File: config.mk
export PLATFORM = sky130hd
export DESIGN_NAME = aftertouch_second_layer_router_core
export DESIGN_NICKNAME = d
export VERILOG_FILES = /design/src/rtl/astlr_pkg.sv /design/src/rtl/aftertouch_second_layer_router_core.sv /design/src/rtl/astlr_front.sv /design/src/rtl/astlr_queue.sv /design/src/rtl/astlr_back.sv
export SDC_FILE = /design/constraint.sdc
export NUM_CORES = 2
export LEC_CHECK = 0
export BUFFER_PORTS_ARGS = -buffer_cell sky130_fd_sc_hd__buf_4
export CAP_MARGIN = 20
export CORE_MARGIN = 2
export CORE_UTILIZATION = 35
export CTS_CLUSTER_DIAMETER = 80
export DETAILED_ROUTE_END_ITERATION = 8
export PLACE_DENSITY = 0.49
export REMOVE_ABC_BUFFERS = 1
export SYNTH_ARGS = -nofsm -noshare
export SYNTH_HDL_FRONTEND = slang
export SYNTH_SLANG_ARGS = --single-unit
File: constraint.sdc
create_clock -name aclk -period 9.15 [get_ports aclk]
set_input_delay 1.83 -clock aclk [delete_from_list [all_inputs] [get_ports aclk]]
set_output_delay 1.83 -clock aclk [all_outputs]
set_load 0.01 [all_outputs]
File: src/rtl/astlr_pkg.sv
// ----------------------------------------------------------------------------
// astlr_pkg: shared types and constants of the aftertouch second layer router
// Message kinds, queue item and result layouts, status nibbles and
// register indexes.
// ----------------------------------------------------------------------------
`timescale 1ns / 1ps

package astlr_pkg;

    // status nibbles
    localparam logic [3:0] NIB_NOTE_OFF   = 4'h8;
    localparam logic [3:0] NIB_NOTE_ON    = 4'h9;
    localparam logic [3:0] NIB_KEY_PRESS  = 4'hA;
    localparam logic [3:0] NIB_CHAN_PRESS = 4'hD;

    localparam logic [1:0] GEN_COUNT  = 2'd3;
    localparam logic       DEST_MAIN  = 1'b0;
    localparam logic       DEST_LAYER = 1'b1;

    // configuration register indexes
    localparam logic [0:0] REG_ON_THR  = 1'b0;
    localparam logic [0:0] REG_OFF_THR = 1'b1;

    localparam logic [6:0] ON_THR_RESET  = 7'd96;
    localparam logic [6:0] OFF_THR_RESET = 7'd32;

    localparam int Q_DEPTH = 2;
    localparam int Q_AW    = 1;

    typedef enum logic [1:0] {
        KIND_PASS = 2'd0,
        KIND_NOTE = 2'd1,
        KIND_KEYP = 2'd2,
        KIND_CHP  = 2'd3
    } kind_t;

    typedef struct packed {
        logic [7:0] status;
        logic [6:0] first;
        logic [6:0] second;
        logic [1:0] count;
        kind_t      kind;
    } item_t;

    typedef struct packed {
        logic       dest;
        logic [7:0] status;
        logic [6:0] first;
        logic [6:0] second;
        logic [1:0] count;
        logic       last;
        logic       trunc;
    } result_t;

endpackage

File: src/rtl/aftertouch_second_layer_router_core.sv
// ----------------------------------------------------------------------------
// aftertouch_second_layer_router_core: MIDI note and pressure router
// Path: an input beat passes the queue, the item register and the output register,
// with stalls possible between; when the layer is on, a forwarded note follows its
// second layer copy. Messages are handled one at a time; channel pressure that walks
// the notes steps through one stored note per cycle while the output is not stalled.
// Reset: synchronous; per-note valid bits make the velocity store and layer
// flags read as zero at once, and the thresholds return to 96 and 32.
// ----------------------------------------------------------------------------
`timescale 1ns / 1ps

module aftertouch_second_layer_router_core #(
    parameter int NOTE_COUNT  = 128,
    parameter int BURST_LIMIT = 64
) (
    input  logic        aclk,
    input  logic        aresetn,
    input  logic        cfg_we,
    input  logic [0:0]  cfg_index,
    input  logic [6:0]  cfg_wdata,
    input  logic        s_tvalid,
    output logic        s_tready,
    input  logic [23:0] s_tdata,   // status_byte, first_data, second_data, byte_count
    output logic        m_tvalid,
    input  logic        m_tready,
    output logic [23:0] m_tdata,   // out_status, out_first, out_second, out_count
    output logic [1:0]  m_tuser,   // destination, truncated
    output logic        m_tlast
);
    import astlr_pkg::*;

    item_t   push_item;
    item_t   head_item;
    logic    q_push, q_pop, q_empty, q_full;
    result_t result;

    astlr_front u_front (
        .s_tvalid (s_tvalid),
        .s_tready (s_tready),
        .s_tdata  (s_tdata),
        .q_full   (q_full),
        .q_push   (q_push),
        .q_item   (push_item)
    );

    astlr_queue u_queue (
        .aclk      (aclk),
        .aresetn   (aresetn),
        .push      (q_push),
        .push_item (push_item),
        .pop       (q_pop),
        .head_item (head_item),
        .empty     (q_empty),
        .full      (q_full)
    );

    astlr_back #(
        .NOTE_COUNT  (NOTE_COUNT),
        .BURST_LIMIT (BURST_LIMIT)
    ) u_back (
        .aclk      (aclk),
        .aresetn   (aresetn),
        .cfg_we    (cfg_we),
        .cfg_index (cfg_index),
        .cfg_wdata (cfg_wdata),
        .q_item    (head_item),
        .q_empty   (q_empty),
        .q_pop     (q_pop),
        .m_valid   (m_tvalid),
        .m_ready   (m_tready),
        .m_result  (result)
    );

    assign m_tdata = {result.count, result.second, result.first, result.status};
    assign m_tuser = {result.trunc, result.dest};
    assign m_tlast = result.last;

endmodule

File: src/rtl/astlr_front.sv
// ----------------------------------------------------------------------------
// astlr_front: input side of the router
// Unpacks the input beat, decodes the message kind from the status nibble
// and pushes the classified item into the queue.
// ----------------------------------------------------------------------------
`timescale 1ns / 1ps

module astlr_front (
    input  logic            s_tvalid,
    output logic            s_tready,
    input  logic [23:0]     s_tdata,
    input  logic            q_full,
    output logic            q_push,
    output astlr_pkg::item_t q_item
);
    import astlr_pkg::*;

    kind_t kind;

    always_comb begin
        unique case (s_tdata[7:4])
            NIB_NOTE_OFF, NIB_NOTE_ON: kind = KIND_NOTE;
            NIB_KEY_PRESS:             kind = KIND_KEYP;
            NIB_CHAN_PRESS:            kind = KIND_CHP;
            default:                   kind = KIND_PASS;
        endcase
    end

    assign s_tready      = !q_full;
    assign q_push        = s_tvalid && !q_full;
    assign q_item.status = s_tdata[7:0];
    assign q_item.first  = s_tdata[14:8];
    assign q_item.second = s_tdata[21:15];
    assign q_item.count  = s_tdata[23:22];
    assign q_item.kind   = kind;

endmodule

File: src/rtl/astlr_queue.sv
// ----------------------------------------------------------------------------
// astlr_queue: short item queue between front and back
// Two-entry FIFO so either side can stall on its own.
// ----------------------------------------------------------------------------
`timescale 1ns / 1ps

module astlr_queue (
    input  logic             aclk,
    input  logic             aresetn,
    input  logic             push,
    input  astlr_pkg::item_t push_item,
    input  logic             pop,
    output astlr_pkg::item_t head_item,
    output logic             empty,
    output logic             full
);
    import astlr_pkg::*;

    item_t           slot_reg [Q_DEPTH];
    logic [Q_AW-1:0] wr_ptr_reg, wr_ptr_next;
    logic [Q_AW-1:0] rd_ptr_reg, rd_ptr_next;
    logic [Q_AW:0]   fill_reg, fill_next;
    logic            do_push, do_pop;

    assign empty     = (fill_reg == '0);
    assign full      = (fill_reg == (Q_AW + 1)'(Q_DEPTH));
    assign do_push   = push && !full;
    assign do_pop    = pop && !empty;
    assign head_item = slot_reg[rd_ptr_reg];

    always_comb begin
        wr_ptr_next = do_push ? wr_ptr_reg + 1'b1 : wr_ptr_reg;
        rd_ptr_next = do_pop ? rd_ptr_reg + 1'b1 : rd_ptr_reg;
        fill_next   = fill_reg;
        if (do_push && !do_pop) begin
            fill_next = fill_reg + 1'b1;
        end else if (do_pop && !do_push) begin
            fill_next = fill_reg - 1'b1;
        end
    end

    always_ff @(posedge aclk) begin
        if (!aresetn) begin
            wr_ptr_reg <= '0;
            rd_ptr_reg <= '0;
            fill_reg   <= '0;
        end else begin
            wr_ptr_reg <= wr_ptr_next;
            rd_ptr_reg <= rd_ptr_next;
            fill_reg   <= fill_next;
        end
    end

    always_ff @(posedge aclk) begin
        if (do_push) begin
            slot_reg[wr_ptr_reg] <= push_item;
        end
    end

endmodule

File: src/rtl/astlr_back.sv
// ----------------------------------------------------------------------------
// astlr_back: execution side of the router
// Holds the thresholds, the layer flag, the velocity memory and the held
// note count; forwards, mirrors and walks notes into the output register.
// ----------------------------------------------------------------------------
`timescale 1ns / 1ps

module astlr_back #(
    parameter int NOTE_COUNT  = 128,
    parameter int BURST_LIMIT = 64
) (
    input  logic               aclk,
    input  logic               aresetn,
    input  logic               cfg_we,
    input  logic [0:0]         cfg_index,
    input  logic [6:0]         cfg_wdata,
    input  astlr_pkg::item_t   q_item,
    input  logic               q_empty,
    output logic               q_pop,
    output logic               m_valid,
    input  logic               m_ready,
    output astlr_pkg::result_t m_result
);
    import astlr_pkg::*;

    localparam int AW = $clog2(NOTE_COUNT);
    localparam int CW = $clog2(NOTE_COUNT + 1);
    localparam int BW = $clog2(BURST_LIMIT + 1);
    localparam logic [7:0] NOTE_LIM  = 8'(NOTE_COUNT);
    localparam logic [7:0] BURST_LIM = 8'(BURST_LIMIT);

    typedef enum logic [4:0] {
        S_IDLE   = 5'b00001,
        S_MIRROR = 5'b00010,
        S_MAIN   = 5'b00100,
        S_KEYP   = 5'b01000,
        S_WALK   = 5'b10000
    } state_t;

    state_t          state_reg, state_next;
    item_t           item_reg, item_next;
    logic [AW-1:0]   note_reg, note_next;
    logic [BW-1:0]   emitted_reg, emitted_next;
    logic [BW-1:0]   total_reg, total_next;
    logic            trunc_reg, trunc_next;
    logic            mode_on_reg, mode_on_next;
    logic            global_reg, global_next;
    logic [CW-1:0]   count_reg, count_next;
    logic [6:0]      on_thr_reg, off_thr_reg;
    logic [NOTE_COUNT-1:0] valid_reg;
    logic [7:0]      vel_mem [NOTE_COUNT];
    logic [7:0]      rdata_reg;
    logic            rvld_reg;
    logic            out_valid_reg, out_valid_next;
    result_t         out_reg, out_next;
    logic            out_load;
    logic            wr_en;
    logic [7:0]      wr_data;
    logic            chp_go;

    logic [7:0]      rd_entry;
    logic [6:0]      vel;
    logic            lay;
    logic            in_range;
    logic            free;
    logic [3:0]      ch;
    logic            is_on;
    logic [6:0]      new_vel;
    logic            walk_last;

    // entries never written read as zero
    assign rd_entry  = rvld_reg ? rdata_reg : 8'h00;
    assign vel       = rd_entry[6:0];
    assign lay       = rd_entry[7];
    assign in_range  = ({1'b0, item_reg.first} < NOTE_LIM);
    assign free      = !out_valid_reg || m_ready;
    assign ch        = item_reg.status[3:0];
    assign is_on     = (item_reg.status[7:4] == NIB_NOTE_ON);
    assign new_vel   = is_on ? item_reg.second : 7'd0;
    assign walk_last = ((emitted_reg + BW'(1)) == total_reg);

    assign m_valid  = out_valid_reg;
    assign m_result = out_reg;

    always_comb begin
        state_next     = state_reg;
        item_next      = item_reg;
        note_next      = note_reg;
        emitted_next   = emitted_reg;
        total_next     = total_reg;
        trunc_next     = trunc_reg;
        mode_on_next   = mode_on_reg;
        global_next    = global_reg;
        count_next     = count_reg;
        q_pop          = 1'b0;
        chp_go         = 1'b0;
        wr_en          = 1'b0;
        wr_data        = rd_entry;
        out_load       = 1'b0;
        out_next       = out_reg;
        out_valid_next = out_valid_reg && !m_ready;

        unique case (state_reg)
            S_IDLE: begin
                if (!q_empty) begin
                    q_pop     = 1'b1;
                    item_next = q_item;
                    note_next = q_item.first[AW-1:0];
                    unique case (q_item.kind)
                        KIND_PASS: state_next = S_MAIN;
                        KIND_NOTE: state_next = global_reg ? S_MIRROR : S_MAIN;
                        KIND_KEYP: state_next = S_KEYP;
                        KIND_CHP: begin
                            priority if (q_item.first >= on_thr_reg && !global_reg) begin
                                chp_go       = 1'b1;
                                mode_on_next = 1'b1;
                                global_next  = 1'b1;
                            end else if (q_item.first < off_thr_reg && global_reg) begin
                                chp_go       = 1'b1;
                                mode_on_next = 1'b0;
                                global_next  = 1'b0;
                            end
                            // walk only when some note is held
                            if (chp_go && count_reg != '0) begin
                                note_next    = '0;
                                emitted_next = '0;
                                trunc_next   = (8'(count_reg) > BURST_LIM);
                                total_next   = (8'(count_reg) > BURST_LIM) ?
                                               BW'(BURST_LIMIT) : BW'(count_reg);
                                state_next   = S_WALK;
                            end
                        end
                        default: state_next = S_MAIN;
                    endcase
                end
            end

            S_MIRROR: begin
                if (free) begin
                    out_load        = 1'b1;
                    out_next.dest   = DEST_LAYER;
                    out_next.status = {is_on ? NIB_NOTE_ON : NIB_NOTE_OFF, ch};
                    out_next.first  = item_reg.first;
                    out_next.second = new_vel;
                    out_next.count  = GEN_COUNT;
                    out_next.last   = 1'b0;
                    out_next.trunc  = 1'b0;
                    state_next      = S_MAIN;
                end
            end

            S_MAIN: begin
                if (free) begin
                    out_load        = 1'b1;
                    out_next.dest   = DEST_MAIN;
                    out_next.status = item_reg.status;
                    out_next.first  = item_reg.first;
                    out_next.second = item_reg.second;
                    out_next.count  = item_reg.count;
                    out_next.last   = 1'b1;
                    out_next.trunc  = 1'b0;
                    state_next      = S_IDLE;
                    if (item_reg.kind == KIND_NOTE && in_range) begin
                        wr_en   = 1'b1;
                        wr_data = {lay, new_vel};
                        if (vel == 7'd0 && new_vel != 7'd0) begin
                            count_next = count_reg + CW'(1);
                        end else if (vel != 7'd0 && new_vel == 7'd0) begin
                            count_next = count_reg - CW'(1);
                        end
                    end
                end
            end

            S_KEYP: begin
                priority if (item_reg.second >= on_thr_reg && !(in_range && lay)
                             && in_range && vel != 7'd0) begin
                    if (free) begin
                        out_load        = 1'b1;
                        out_next.dest   = DEST_LAYER;
                        out_next.status = {NIB_NOTE_ON, ch};
                        out_next.first  = item_reg.first;
                        out_next.second = vel;
                        out_next.count  = GEN_COUNT;
                        out_next.last   = 1'b1;
                        out_next.trunc  = 1'b0;
                        wr_en           = 1'b1;
                        wr_data         = {1'b1, vel};
                        state_next      = S_IDLE;
                    end
                end else if (item_reg.second < off_thr_reg && in_range && lay) begin
                    if (free) begin
                        out_load        = 1'b1;
                        out_next.dest   = DEST_LAYER;
                        out_next.status = {NIB_NOTE_OFF, ch};
                        out_next.first  = item_reg.first;
                        out_next.second = 7'd0;
                        out_next.count  = GEN_COUNT;
                        out_next.last   = 1'b1;
                        out_next.trunc  = 1'b0;
                        wr_en           = 1'b1;
                        wr_data         = {1'b0, vel};
                        state_next      = S_IDLE;
                    end
                end else begin
                    state_next = S_IDLE;
                end
            end

            S_WALK: begin
                if (vel != 7'd0) begin
                    if (free) begin
                        out_load        = 1'b1;
                        out_next.dest   = DEST_LAYER;
                        out_next.status = {mode_on_reg ? NIB_NOTE_ON : NIB_NOTE_OFF, ch};
                        out_next.first  = 7'(note_reg);
                        out_next.second = mode_on_reg ? vel : 7'd0;
                        out_next.count  = GEN_COUNT;
                        out_next.last   = walk_last;
                        out_next.trunc  = trunc_reg;
                        emitted_next    = emitted_reg + BW'(1);
                        if (walk_last) begin
                            state_next = S_IDLE;
                        end else begin
                            note_next = note_reg + AW'(1);
                        end
                    end
                end else begin
                    note_next = note_reg + AW'(1);
                end
            end

            default: state_next = S_IDLE;
        endcase

        if (out_load) begin
            out_valid_next = 1'b1;
        end
    end

    always_ff @(posedge aclk) begin
        if (!aresetn) begin
            state_reg     <= S_IDLE;
            global_reg    <= 1'b0;
            count_reg     <= '0;
            valid_reg     <= '0;
            out_valid_reg <= 1'b0;
            on_thr_reg    <= ON_THR_RESET;
            off_thr_reg   <= OFF_THR_RESET;
        end else begin
            state_reg     <= state_next;
            global_reg    <= global_next;
            count_reg     <= count_next;
            out_valid_reg <= out_valid_next;
            if (wr_en) begin
                valid_reg[note_reg] <= 1'b1;
            end
            if (cfg_we) begin
                unique case (cfg_index)
                    REG_ON_THR:  on_thr_reg  <= cfg_wdata;
                    REG_OFF_THR: off_thr_reg <= cfg_wdata;
                    default:     on_thr_reg  <= on_thr_reg;
                endcase
            end
        end
    end

    always_ff @(posedge aclk) begin
        item_reg    <= item_next;
        note_reg    <= note_next;
        emitted_reg <= emitted_next;
        total_reg   <= total_next;
        trunc_reg   <= trunc_next;
        mode_on_reg <= mode_on_next;
        rvld_reg    <= valid_reg[note_next];
        if (out_load) begin
            out_reg <= out_next;
        end
    end

    // velocity memory: {layer, velocity}, read every cycle at the next note
    always_ff @(posedge aclk) begin
        if (wr_en) begin
            vel_mem[note_reg] <= wr_data;
        end
        rdata_reg <= vel_mem[note_next];
    end

endmodule

==> impl_summary.txt <==
----------------------------------------------------
[Route]
  Wire length per cell after detailed routing ... 25.9 um
  DRT iter0 DRCs ... 3311
  Routed via count divided by cell count ... 5.48
  Final wirelength ... 164 mm
  Routed vias ... about 35k
  Count of unresolved DRC violations after routing ... 0
  Post-route antenna net violation count ... 0
  First-pass DRT Iterations ... 6

[Yosys]
  Asr flop ratio synth ... 0
  Post-synthesis instance total ... approximately 4.2k
  Yosys warning total ... 0
  Mean instance size in the synthesized netlist ... around 13 um^2
  Count of cell types in the netlist ... 80
  Cell area after synthesis ... 53700 um^2
  Count of state elements after synthesis ... 1323
  Sequential fraction of the synthesis area ... 0.707
  Number of enable flip-flop cells after synthesis ... 1145
  Top flip-flop cell by instance count after synthesis ... edfxtp_1

[Placed design]
  Inst Count DP ... a little over 6k
  Routability cong. ... 0.855
  Pre-CTS setup slack ... 1800 ps
  Count of buffers inserted at the top-level ports ... 65
  Detailed placer's ending HPWL ... 98.8 mm

[Clocking]
  Number of buffers added to fix hold violations after cts ... 0
  Clock transition at the register clock pins on the worst setup and hold paths after CTS ... 60 ps
  Count of instances resized after the clock tree is built ... 0
  CTS max path bufs ... 3
  # clock sinks ... 1323
  Clock latency reported for the late side of the worst-skew pair ... 790 ps
  Root Buffer Master ... clkbuf_16
  Maximum level of the CTS H-tree ... 4
  Number of CTS-inserted buffers ... 146
  Clock tree from TritonCTS ... done
  Post-CTS setup buffer count ... 0

[STA]
  Final setup vio count ... 0
  Fin crit share ... 0.806
  Maximum clock skew at final layout ... 37.2 ps
  Max frequency ... 0.136 GHz
  Worst-Margin Slew ... 1140 ps
  Final min period ... 7380 ps
  Setup repair after global routing missed its margin ... false
  Worst relative slew slack ... 0.238
  Smallest setup slack after layout ... roughly 1800 ps
  Slew Viols, Final ... 0
  Final number of hold-violating endpoints ... 0

[Min path]
  Min-delay src ... u_back.ch[1]
  Path class of the lowest-slack min-delay path ... reg2reg
  Number of cells traversed by the worst hold path ... 0

[Floorplanning]
  Count of standard-cell rows ... 143
  Starting density of the core ... 0.353
  Horizontal extent of the die ... 396 um
  Die Outline Area ... 157000 um^2
  Top Ports ... 66
  Standard cell core area ... 152000 um^2
  Die extent in y ... 396 um

[Setup path]
  Dominant cell type by count on the critical path ... nor4_1
  Cell count of the worst reg-to-reg path ... 16
  Critical Path Slowest Stage Cell ... a21oi_2
  Crit path capture type ... flip-flop
  Worst setup SP type ... flip-flop
  Type of the setup path with the least slack ... reg2reg
  Arrival time at the worst endpoint ... 8050 ps
  Largest stage delay on the critical path ... 800 ps
  List of cells traversed by the critical path ... buf_4 > mux2_2 > ha_1 > and3_1 > a221oi_1 > o31ai_1 > a21boi_0 > nor2_1 > a21oi_2 > inv_1 > nand2b_1 > or3_1 > a21oi_1 > nor4_1 > nand3_1 > nor4_1
  Maximum net fanout on the critical path ... 17
  Req. time, crit path ... around 9800 ps

[Final layout]
  Commonest non-fill, non-tap cell in the layout ... edfxtp_1
  Commonest cells after routing, fill and taps aside ... 1145 x edfxtp_1, 766 x nand2_1, 308 x nand3_1
  Layout cell share with drive strength beyond 1 ... 0.0944
  Layout-stage area growth over the synthesis result ... 13.5%
  Max reg flops ... approximately 1.0k
  # nets final ... 4258
  Fill cell instance count of the final layout ... 14.4k
  Number of cells in the finished layout apart from fillers ... about 6.3k
  Ant diodes ... 0

[Status]
  Status ... finished, final reports clean

[Power]
  Worst supply voltage drop on vdd ... 0.501 mV
  LEAKAGE ... 20.2 nW
  Pwr dens ... roughly 360 nW/um^2

[Global routing]
  Wire length of the first global-routing pass ... 238 mm
  Maximum number of pins on one net before global-route repair ... roughly 160
  GRT Resource Usage Total ... 0.205
  Initial antenna violation count ... 3
  Overflow left after global routing ... 0
  Vias in the first global route ... 33.3k

[Flow run]
  MaxCap Viol Count ... 0

----------------------------------------------------
-- worst max-delay path, delay by kind of cell, from the launching register on --
| family | cells | cell delay, ps |
|---|---|---|
| buffers and inverters | 2 | 790 |
| AO/OA/AOI/OAI | 5 | 1800 |
| flip-flops | 1 | 700 |
| adder cells (fa/ha/maj) | 1 | 290 |
| multiplexers | 1 | 420 |
| AND/OR/NAND/NOR | 7 | 3250 |
-- kinds of logic (layout without fill, tap and decap cells) --
logic type	after synthesis	in the layout	share of synthesized area
xor+xnor	22	22	0.00413
mux	135	135	0.0257
compound gates	761	761	0.0985
buf+inv	315	447	0.0253
simple gates	1576	1576	0.131
fa+ha+maj	37	37	0.00876
flops	1323	1323	0.707
-- power by group --
group          switching, W  internal, W  total [W]
clock network       0.00242      0.00316    0.00558
logic               0.00657      0.00219    0.00876
registers          0.000184      0.00753    0.00771
total               0.00917       0.0129     0.0220
-- per-layer routing --
metal  vias to the layer above  share of wire  track usage  wire (um)
met5                         -        0.00013            0         22
met3                       225          0.053       0.0297       8750
met4                         4          0.022       0.0553       3610
met1                     17800           0.46        0.298      75800
li1                      15600              -            -          -
met2                      1050           0.46        0.322      75800
-- final cells by class --
| type | count | area (um^2) | share of cell area |
|---|---|---|---|
| clock buffer | 210 | 4110 | 0.0675 |
| clock inverter | 55 | 364 | 0.00598 |
| inverter | 32 | 130 | 0.00214 |
| multi-input combinational | 2531 | 14600 | 0.239 |
| sequential | 1323 | 37900 | 0.623 |
| tap | 2030 | 2540 | 0.0417 |
| timing repair buffer | 150 | 1280 | 0.0210 |
-- stage by stage --
| stage | hold WS [ps] | area (um^2) | utilization | setup TNS, ps | power (W) |
|---|---|---|---|---|---|
| 2_1_floorplan | 400 | 52400 | - | -189010 | 0.0132 |
| 3_3_place_gp | 403 | 56300 | 0.370 | 0 | 0.0166 |
| 3_5_place_dp | 405 | 56400 | 0.371 | 0 | 0.0166 |
| 4_1_cts | 414 | 60800 | 0.400 | 0 | 0.0221 |
| 5_1_grt | 436 | 60900 | 0.401 | 0 | 0.0230 |
| 6_report | 414 | 60900 | 0.401 | 0 | 0.0220 |
-- synthesized netlist by cell type, types with 50 or more instances --
master / n / area (um^2)
a211oi_1: 71 / 533
nor2b_1: 61 / 382
dfxtp_1: 178 / 3560
nand2_1: 766 / 2880
nand3_1: 310 / 1550
mux2i_1: 112 / 1120
nor2_1: 227 / 852
a21oi_1: 235 / 1180
clkbuf_1: 144 / 541
buf_2: 101 / 505
and3_1: 50 / 313
edfxtp_1: 1145 / 34400
a221oi_1: 54 / 473
o21a_1: 85 / 638
o21ai_0: 53 / 265
a32oi_1: 59 / 517
-- worst paths after layout --
| kind | end | slack (ps) |
|---|---|---|
| max | u_back.rdata_reg[0] | 1770 |
| min | u_back.m_result[19] | 410 |
| max reg2reg | u_back.rdata_reg[0] | 1770 |
| min reg2reg | u_back.m_result[19] | 410 |
Power figures use the tool's default switching activity.
